===== config.mk =====
export PLATFORM = sky130hd
export DESIGN_NAME = dominant_color_chroma_key
export DESIGN_NICKNAME = d
export VERILOG_FILES = /design/src/design/dck_pkg.sv /design/src/design/dominant_color_chroma_key.sv /design/src/design/dck_hist_ram.sv
export SDC_FILE = /design/constraint.sdc
export NUM_CORES = 2
export LEC_CHECK = 0
export ABC_CLOCK_PERIOD_IN_PS = 6200
export BUFFER_PORTS_ARGS = -buffer_cell sky130_fd_sc_hd__buf_2
export CAP_MARGIN = 10
export CORE_AREA = 2 2 410 412
export CTS_CLUSTER_SIZE = 40
export DETAILED_ROUTE_END_ITERATION = 16
export DIE_AREA = 0 0 412 414
export PLACE_DENSITY_LB_ADDON = 0.2
export SETUP_SLACK_MARGIN = 0.15
export SLEW_MARGIN = 25
export SYNTH_ARGS = -nofsm -noshare
export SYNTH_HDL_FRONTEND = slang
export SYNTH_SLANG_ARGS = --single-unit

===== constraint.sdc =====
create_clock -name clk_i -period 6.2 [get_ports clk_i]
set_clock_uncertainty 0.05 [all_clocks]
set_input_delay 1.24 -clock clk_i [delete_from_list [all_inputs] [get_ports clk_i]]
set_output_delay 1.24 -clock clk_i [all_outputs]
set_load 0.01 [all_outputs]

===== src/design/dck_pkg.sv =====
// Shared types and constants of the dominant color chroma key block.
package dck_pkg;

  localparam int unsigned BucketsPerChannelDef = 4;
  localparam int unsigned CountBitsDef = 24;
  localparam logic [7:0] ThresholdReset = 8'd32;
  localparam int unsigned ProdW = 16;
  localparam int unsigned AccW = 18;

  typedef enum logic [1:0] {
    OP_START   = 2'd0,
    OP_COUNT   = 2'd1,
    OP_COMPOSE = 2'd2
  } op_e;

  typedef enum logic [3:0] {
    ST_CLEAR,
    ST_IDLE,
    ST_CNT_RD,
    ST_CNT_WR,
    ST_SCAN,
    ST_SCAN_LAST,
    ST_KEY,
    ST_MUL,
    ST_DECIDE
  } state_e;

endpackage


===== src/design/dominant_color_chroma_key.sv =====
// Top level of the chroma keyer that keys on the most common foreground color.
//
// Requests arrive on the s_axis channel: tuser carries the operation (start a
// frame, count a foreground pixel, compose a pixel), tdata the foreground and
// background pixels. Only compose requests produce a result on m_axis: the
// chosen pixel in tdata and a replaced flag in tuser. The threshold register
// is to be written by the user through cfg_we_i and cfg_wdata_i only while
// the block is idle; the block itself does not enforce this.
// The block handles one request at a time; tready is high only when idle.
// A start request clears the histogram, one bin per cycle. A count request
// reads one bin, then increments it and writes it back. A compose request
// goes through the shared multiplier (three squared differences, the squared
// threshold, one compare), after a histogram scan on the first compose after
// a start or count request; a difference below zero counts as zero. After
// reset the histogram is cleared before the first request is taken. The
// result sits in an output register; a stalled receiver holds the next
// compose in its final cycle until the register is free.
module dominant_color_chroma_key #(
  parameter int unsigned BUCKETS_PER_CHANNEL = dck_pkg::BucketsPerChannelDef,
  parameter int unsigned COUNT_BITS = dck_pkg::CountBitsDef
) (
  input  logic        clk_i,
  input  logic        rst_ni,
  input  logic        s_axis_tvalid,
  output logic        s_axis_tready,
  // fg_red, fg_green, fg_blue, bg_red, bg_green, bg_blue
  input  logic [47:0] s_axis_tdata,
  // op
  input  logic [1:0]  s_axis_tuser,
  output logic        m_axis_tvalid,
  input  logic        m_axis_tready,
  // out_red, out_green, out_blue
  output logic [23:0] m_axis_tdata,
  // replaced
  output logic        m_axis_tuser,
  input  logic        cfg_we_i,
  input  logic [7:0]  cfg_wdata_i
);

  import dck_pkg::*;

  localparam int unsigned NumBins = BUCKETS_PER_CHANNEL * BUCKETS_PER_CHANNEL
                                    * BUCKETS_PER_CHANNEL;
  localparam int unsigned BinW = $clog2(NumBins);
  localparam int unsigned BktW = $clog2(BUCKETS_PER_CHANNEL);
  localparam int unsigned BucketSize = 256 / BUCKETS_PER_CHANNEL;
  localparam logic [BinW-1:0] RowStride = BinW'(BUCKETS_PER_CHANNEL * BUCKETS_PER_CHANNEL);
  localparam logic [BinW-1:0] ColStride = BinW'(BUCKETS_PER_CHANNEL);
  localparam logic [BinW-1:0] LastBin = BinW'(NumBins - 1);
  localparam logic [BktW-1:0] LastBkt = BktW'(BUCKETS_PER_CHANNEL - 1);

  function automatic logic [BktW-1:0] bucket_of(input logic [7:0] v);
    logic [BktW-1:0] b;
    b = '0;
    for (int k = 1; k < BUCKETS_PER_CHANNEL; k++) begin
      if (int'(v) >= k * BucketSize) begin
        b = BktW'(k);
      end
    end
    return b;
  endfunction

  function automatic logic [7:0] center_of(input logic [BktW-1:0] b);
    return 8'(int'(b) * BucketSize + BucketSize / 2);
  endfunction

  function automatic logic [BinW-1:0] bin_of(input logic [BktW-1:0] r,
                                             input logic [BktW-1:0] g,
                                             input logic [BktW-1:0] b);
    return BinW'(BinW'(r) * RowStride) + BinW'(BinW'(g) * ColStride) + BinW'(b);
  endfunction

  state_e state_q, state_d;

  logic [2:0][7:0] s_fg, s_bg;
  logic            s_acc;
  op_e             s_op;

  logic [7:0]            thr_q;
  logic                  key_ready_q;
  logic [2:0][7:0]       key_q;
  logic [2:0][7:0]       fg_q, bg_q;
  logic [BinW-1:0]       cnt_addr_q;
  logic [BinW-1:0]       scan_addr_q;
  logic [2:0][BktW-1:0]  scan_bkt_q, scan_bkt_d;
  logic [2:0][BktW-1:0]  cmp_bkt_q;
  logic                  cmp_vld_q;
  logic [COUNT_BITS-1:0] best_cnt_q;
  logic [2:0][BktW-1:0]  best_bkt_q;
  logic [1:0]            step_q;
  logic [ProdW-1:0]      prod_q;
  logic [AccW-1:0]       acc_q;
  logic                  out_vld_q;
  logic [2:0][7:0]       out_pix_q;
  logic                  out_rep_q;

  logic                  mem_we;
  logic [BinW-1:0]       mem_waddr;
  logic [COUNT_BITS-1:0] mem_wdata;
  logic [BinW-1:0]       mem_raddr;
  logic [COUNT_BITS-1:0] mem_rdata;

  logic [2:0][7:0] diff;
  logic [7:0]      mul_a, mul_b;
  logic            rep;
  logic            out_free;

  assign s_fg  = s_axis_tdata[23:0];
  assign s_bg  = s_axis_tdata[47:24];
  assign s_op  = op_e'(s_axis_tuser);
  assign s_acc = s_axis_tvalid && s_axis_tready;

  assign out_free = !out_vld_q || m_axis_tready;
  assign rep      = acc_q <= AccW'(prod_q);

  always_comb begin
    for (int c = 0; c < 3; c++) begin
      diff[c] = (fg_q[c] > key_q[c]) ? (fg_q[c] - key_q[c]) : 8'd0;
    end
    unique case (step_q)
      2'd0: begin
        mul_a = diff[0];
        mul_b = diff[0];
      end
      2'd1: begin
        mul_a = diff[1];
        mul_b = diff[1];
      end
      2'd2: begin
        mul_a = diff[2];
        mul_b = diff[2];
      end
      default: begin
        mul_a = thr_q;
        mul_b = thr_q;
      end
    endcase
  end

  always_comb begin
    scan_bkt_d = scan_bkt_q;
    if (scan_bkt_q[2] != LastBkt) begin
      scan_bkt_d[2] = scan_bkt_q[2] + BktW'(1);
    end else begin
      scan_bkt_d[2] = '0;
      if (scan_bkt_q[1] != LastBkt) begin
        scan_bkt_d[1] = scan_bkt_q[1] + BktW'(1);
      end else begin
        scan_bkt_d[1] = '0;
        scan_bkt_d[0] = scan_bkt_q[0] + BktW'(1);
      end
    end
  end

  always_comb begin
    state_d = state_q;
    unique case (state_q)
      ST_CLEAR: begin
        if (scan_addr_q == LastBin) begin
          state_d = ST_IDLE;
        end
      end
      ST_IDLE: begin
        if (s_axis_tvalid) begin
          unique case (s_op)
            OP_START:   state_d = ST_CLEAR;
            OP_COUNT:   state_d = ST_CNT_RD;
            OP_COMPOSE: state_d = key_ready_q ? ST_MUL : ST_SCAN;
            default:    state_d = ST_IDLE;
          endcase
        end
      end
      ST_CNT_RD:    state_d = ST_CNT_WR;
      ST_CNT_WR:    state_d = ST_IDLE;
      ST_SCAN: begin
        if (scan_addr_q == LastBin) begin
          state_d = ST_SCAN_LAST;
        end
      end
      ST_SCAN_LAST: state_d = ST_KEY;
      ST_KEY:       state_d = ST_MUL;
      ST_MUL: begin
        if (step_q == 2'd3) begin
          state_d = ST_DECIDE;
        end
      end
      ST_DECIDE: begin
        if (out_free) begin
          state_d = ST_IDLE;
        end
      end
      default:      state_d = ST_CLEAR;
    endcase
  end

  always_comb begin
    s_axis_tready = 1'b0;
    mem_we        = 1'b0;
    mem_waddr     = scan_addr_q;
    mem_wdata     = '0;
    mem_raddr     = scan_addr_q;
    unique case (state_q)
      ST_IDLE:  s_axis_tready = 1'b1;
      ST_CLEAR: mem_we = 1'b1;
      ST_CNT_RD: mem_raddr = cnt_addr_q;
      ST_CNT_WR: begin
        mem_we    = 1'b1;
        mem_waddr = cnt_addr_q;
        mem_wdata = (&mem_rdata) ? mem_rdata : mem_rdata + COUNT_BITS'(1);
      end
      default: ;
    endcase
  end

  dck_hist_ram #(
    .Depth(NumBins),
    .AddrW(BinW),
    .DataW(COUNT_BITS)
  ) u_hist (
    .clk_i   (clk_i),
    .we_i    (mem_we),
    .waddr_i (mem_waddr),
    .wdata_i (mem_wdata),
    .raddr_i (mem_raddr),
    .rdata_o (mem_rdata)
  );

  always_ff @(posedge clk_i or negedge rst_ni) begin
    if (!rst_ni) begin
      state_q     <= ST_CLEAR;
      thr_q       <= ThresholdReset;
      key_ready_q <= 1'b0;
      scan_addr_q <= '0;
      cmp_vld_q   <= 1'b0;
      out_vld_q   <= 1'b0;
    end else begin
      state_q   <= state_d;
      cmp_vld_q <= (state_q == ST_SCAN);
      if (cfg_we_i) begin
        thr_q <= cfg_wdata_i;
      end
      if (s_acc && (s_op == OP_START || s_op == OP_COUNT)) begin
        key_ready_q <= 1'b0;
      end
      if (state_q == ST_KEY) begin
        key_ready_q <= 1'b1;
      end
      if (s_acc) begin
        scan_addr_q <= '0;
      end else if (state_q == ST_CLEAR || state_q == ST_SCAN) begin
        scan_addr_q <= scan_addr_q + BinW'(1);
      end
      if (state_q == ST_DECIDE && out_free) begin
        out_vld_q <= 1'b1;
      end else if (m_axis_tready) begin
        out_vld_q <= 1'b0;
      end
    end
  end

  always_ff @(posedge clk_i) begin
    if (s_acc) begin
      fg_q       <= s_fg;
      bg_q       <= s_bg;
      cnt_addr_q <= bin_of(bucket_of(s_fg[0]), bucket_of(s_fg[1]), bucket_of(s_fg[2]));
      scan_bkt_q <= '0;
      best_cnt_q <= '0;
      best_bkt_q <= '0;
      step_q     <= 2'd0;
      acc_q      <= '0;
    end
    if (state_q == ST_SCAN) begin
      cmp_bkt_q  <= scan_bkt_q;
      scan_bkt_q <= scan_bkt_d;
    end
    if (cmp_vld_q && mem_rdata > best_cnt_q) begin
      best_cnt_q <= mem_rdata;
      best_bkt_q <= cmp_bkt_q;
    end
    if (state_q == ST_KEY) begin
      for (int c = 0; c < 3; c++) begin
        key_q[c] <= center_of(best_bkt_q[c]);
      end
    end
    if (state_q == ST_MUL) begin
      prod_q <= ProdW'(mul_a * mul_b);
      step_q <= step_q + 2'd1;
      if (step_q != 2'd0) begin
        acc_q <= acc_q + AccW'(prod_q);
      end
    end
    if (state_q == ST_DECIDE && out_free) begin
      out_pix_q <= rep ? bg_q : fg_q;
      out_rep_q <= rep;
    end
  end

  assign m_axis_tvalid = out_vld_q;
  assign m_axis_tdata  = out_pix_q;
  assign m_axis_tuser  = out_rep_q;

endmodule


===== src/design/dck_hist_ram.sv =====
// Histogram bin memory with one write port and one registered read port.
module dck_hist_ram #(
  parameter int unsigned Depth = 64,
  parameter int unsigned AddrW = 6,
  parameter int unsigned DataW = 24
) (
  input  logic             clk_i,
  input  logic             we_i,
  input  logic [AddrW-1:0] waddr_i,
  input  logic [DataW-1:0] wdata_i,
  input  logic [AddrW-1:0] raddr_i,
  output logic [DataW-1:0] rdata_o
);

  logic [DataW-1:0] mem_q [Depth];
  logic [DataW-1:0] rdata_q;

  always_ff @(posedge clk_i) begin
    if (we_i) begin
      mem_q[waddr_i] <= wdata_i;
    end
    rdata_q <= mem_q[raddr_i];
  end

  assign rdata_o = rdata_q;

endmodule


==> flow_summary_export.csv <==
group,metric,value,unit
sta,period_share,94.3,%
global_routing,grt_max_degree,125,
floorplan,die_area,171000,µm²
synth,yosysSeqAreaShare,72.9,%
floorplan,core,166000,µm²
worst_setup_path,crit_path_top_delay_cell,"or4_1",
sta,period_minus_slack,5.84,ns
synth,synth-main-ff-cell,"edfxtp_1",
clock_network,cts.clk_slew.worst_paths,0.06,ns
run,maxCapViolCount,0,
clock_network,cts-root-buf,"clkbuf_16",
worst_setup_path,start_kind,"register",
sta,fin_setup_tns,0,ns
floorplan,die_width,412,µm
layout,utilization,49.0,%
placement,place_congestion,0.880,
sta,slew_violations,0,
clock_network,htree_levels,4,
sta,setup_viol,0,
synth,async_flop_share,1.20,%
power,p_leak,28.1,nW
worst_setup_path,cpPeakStageDelay,0.61,ns
worst_setup_path,crit_required,6.69,ns
clock_network,cts.sinks,1743,
power,power_density,426,nW/µm²
worst_setup_path,crit_top_cell,"fa_1",
routing,vias,41900,
sta,fmax,171,MHz
sta,rsz0062_at_grt,"false",
power,p_sw,11.7,mW
layout,areaGrowthSynthToFinish,14.5,%
synth,yosysTopAreaCellShare,71.0,%
synth,syn_area_per_cell,15.2,µm²
global_routing,antenna_found_initial,11,
placement,dpl_cell_area,75400,µm²
worst_setup_path,worstPathMaxFanout,7,
routing,ant_nets,0,
worst_setup_path,cp.buffers_inverters,3,
layout,design_area,81400,µm²
routing,viasPerCell,5.80,
global_routing,grt_overflow,0,
routing,wirelength,193000,µm
global_routing,grt_usage,22.4,%
power,vdd_drop_max,0.000406,V
synth,synth.distinct_cells,74,
layout,drive_gt1_share,17.3,%
sta,max-slew-margin-rel,23.1,%
routing,drt_first_pass_iters,8,
worst_setup_path,cp.arrival,6.34,ns
synth,synthTopCellsByArea,"edfxtp_1 71%, mux4_2 5.3%, nand2_1 3.9%",
placement,hpwl,114000,µm
clock_network,cts_buffer_depth,3,
min_path,hold_class,"input port to asynchronous set/reset pin",
layout,layout_commonest_cell,"edfxtp_1",
routing,wl_per_cell,26.8,µm
worst_setup_path,endpoint_kind,"register",
sta,tightest_slew,1.15,ns
synth,netlist.top_cell.by_area,"edfxtp_1",
synth,yosys_register_bits,1743,
synth,synth_edf_count,1680,
synth,syn-cell-area,71100,µm²
routing,route.detailed.drc,0,
placement,numPortBuffers,89,
power,p_clk_share,30.8,%
power,p_comb_share,28.6,%
outcome,status,"complete, no violations",
floorplan,die_h,414,µm
synth,yosysWarnings,0,
floorplan,start_util,42.8,%
power,p_seq_share,40.6,%
sta,holdWs,0.352,ns
power,p_int,23.0,mW
clock_network,numCtsBuffers,182,
clock_network,clk-insertion-delay-late,0.82,ns
global_routing,grt_pass1_wl,281000,µm
power,power,34.7,mW
global_routing,grt_pass1_vias,40600,
clock_network,cts_tree,"built",
floorplan,num_rows,150,
worst_setup_path,cp_top_family,"adder cells",
synth,syn_nets,4853,
layout,final_net_count,5048,
synth,synth_cells,4664,
sta,hold_violations,0,
routing,drt_iter0_drc,5200,
layout,fillerInstances,14000,
floorplan,io_pins,90,
worst_setup_path,crit_chain,"or4_1 -> o21ai_2 -> nor2_4 -> a222oi_1 -> mux2_4 -> buf_4 -> nor2_1 -> fa_1 -> xnor2_1 -> xnor2_1 -> fa_1 -> inv_1 -> fa_1 -> inv_1 -> ha_1 -> nor2b_1 -> o41ai_2 -> o21ai_1 -> o41a_1 -> xor2_1",
worst_setup_path,worst-setup-path-type,"register to register",
layout,final_cell_mix,"1680 x edfxtp_1, 745 x nand2_1, 298 x nand3_1",
power,switching_share,33.7,%
clock_network,cts_hold_buf,0,
-- final cells by class --
cell class | instances | area [µm²] | area share, %
clock buffers | 234 | 4850 | 5.96
multi-input cells | 2526 | 18300 | 22.5
flip-flops and latches | 1743 | 51800 | 63.6
repair buffers | 281 | 2250 | 2.76
clock inverters | 101 | 957 | 1.18
well taps | 2204 | 2760 | 3.39
inverters | 125 | 469 | 0.576
diodes | 3 | 7.51 | 0.00922
-- power groups by stage --
stage | Clock [mW] | Combinational [mW] | Sequential [mW]
after CTS | 10.9 | 9.93 | 14.1
after global routing | 11.3 | 10.8 | 14.1
after global placement | 0 | 9.80 | 14.3
after floorplan | 0 | 6.44 | 14.1
final | 10.7 | 9.94 | 14.1
after detailed placement | 0 | 9.89 | 14.3
-- metrics by stage --
step,setup WS [ns],instances
final,0.356,7217
after global routing,0.132,7214
after CTS,0.183,7205
after detailed placement,-0.0438,6870
after global placement,0.0481,6859
after floorplan,0.345,4664
-- cell usage after synthesis (14+ instances only) --
library cell	n
a21o_1	17
a21oi_1	84
a221oi_1	48
a22oi_1	95
a2bb2oi_1	23
a31oi_1	35
buf_1	35
buf_2	21
clkbuf_1	197
dfrtp_1	20
dfxtp_1	42
edfxtp_1	1680
fa_1	28
ha_1	98
inv_1	124
mux2_2	17
mux2i_1	15
mux4_2	168
nand2_1	748
nand2b_1	22
nand3_1	299
nand4_1	71
nor2_1	187
nor2b_1	15
nor3_1	32
o2111ai_1	45
o211ai_1	29
o21a_1	34
o21ai_0	134
o221ai_1	45
or3_1	14
or4_1	49
xnor2_1	40
xor2_1	15
-- layer usage --
layer / up-vias / wire (µm) / global-route usage (%)
met2: 1764 / 89100 / 34.5
li1: 18400 / - / -
met5: - / 18 / 0
met3: 283 / 15500 / 4.26
met1: 21500 / 82600 / 32.3
met4: 2 / 5990 / 7.11
-- repair_timing --
action	in CTS	in global routing
resized for setup	4	21
pin swaps	0	5
endpoints found under the setup margin	1	5
setup buffers	0	4
-- logic make-up after synthesis --
logic type	after synthesis	synth area share, %
buffers and inverters	395	2.28
muxes	201	5.82
and+or+nand+nor	1501	9.51
adders and majority gates	126	2.51
xor gates and xnor gates	55	0.677
DFF	1743	72.9
AOI/OAI and AO/OA	643	6.32
-- state kept, by name (all words and copies together) (netlist names), 2 cells and up --
name            flops
u_hist.mem_q     1536
best_cnt_q         24
bg_q               24
fg_q               24
m_axis_tdata       24
u_hist.rdata_o     24
acc_q              18
prod_q             15
thr_q               8
best_bkt_q          6
cmp_bkt_q           6
cnt_addr_q          6
key_q               6
scan_addr_q         6
scan_bkt_q          6
state_q             4
step_q              2
-- path summary, 6_finish.rpt --
check | from | endpoint | slack (ns) | cells past startpoint
min in group clk_i | best_bkt_q[0] | key_q[6] | 0.37 | 0
hold / removal | rst_ni | thr_q[1] | 0.35 | 1
max in group asynchronous | rst_ni | scan_addr_q[2] | 5.32 | 1
setup reg to reg | fg_q[0] | prod_q[15] | 0.36 | 20
setup / recovery | fg_q[0] | prod_q[15] | 0.36 | 20
hold reg to reg | best_bkt_q[0] | key_q[6] | 0.37 | 0
-- worst register-to-register path, stage by stage, from the launching register on --
cell and delay, ns:
edfxtp_1 0.38, or4_1 0.61, o21ai_2 0.22, nor2_4 0.09
a222oi_1 0.39, mux2_4 0.27, buf_4 0.14, nor2_1 0.07
fa_1 0.50, xnor2_1 0.22, xnor2_1 0.11, fa_1 0.49
inv_1 0.05, fa_1 0.47, inv_1 0.04, ha_1 0.32
nor2b_1 0.18, o41ai_2 0.35, o21ai_1 0.13, o41a_1 0.33
xor2_1 0.16
Power figures use the tool's default switching activity.
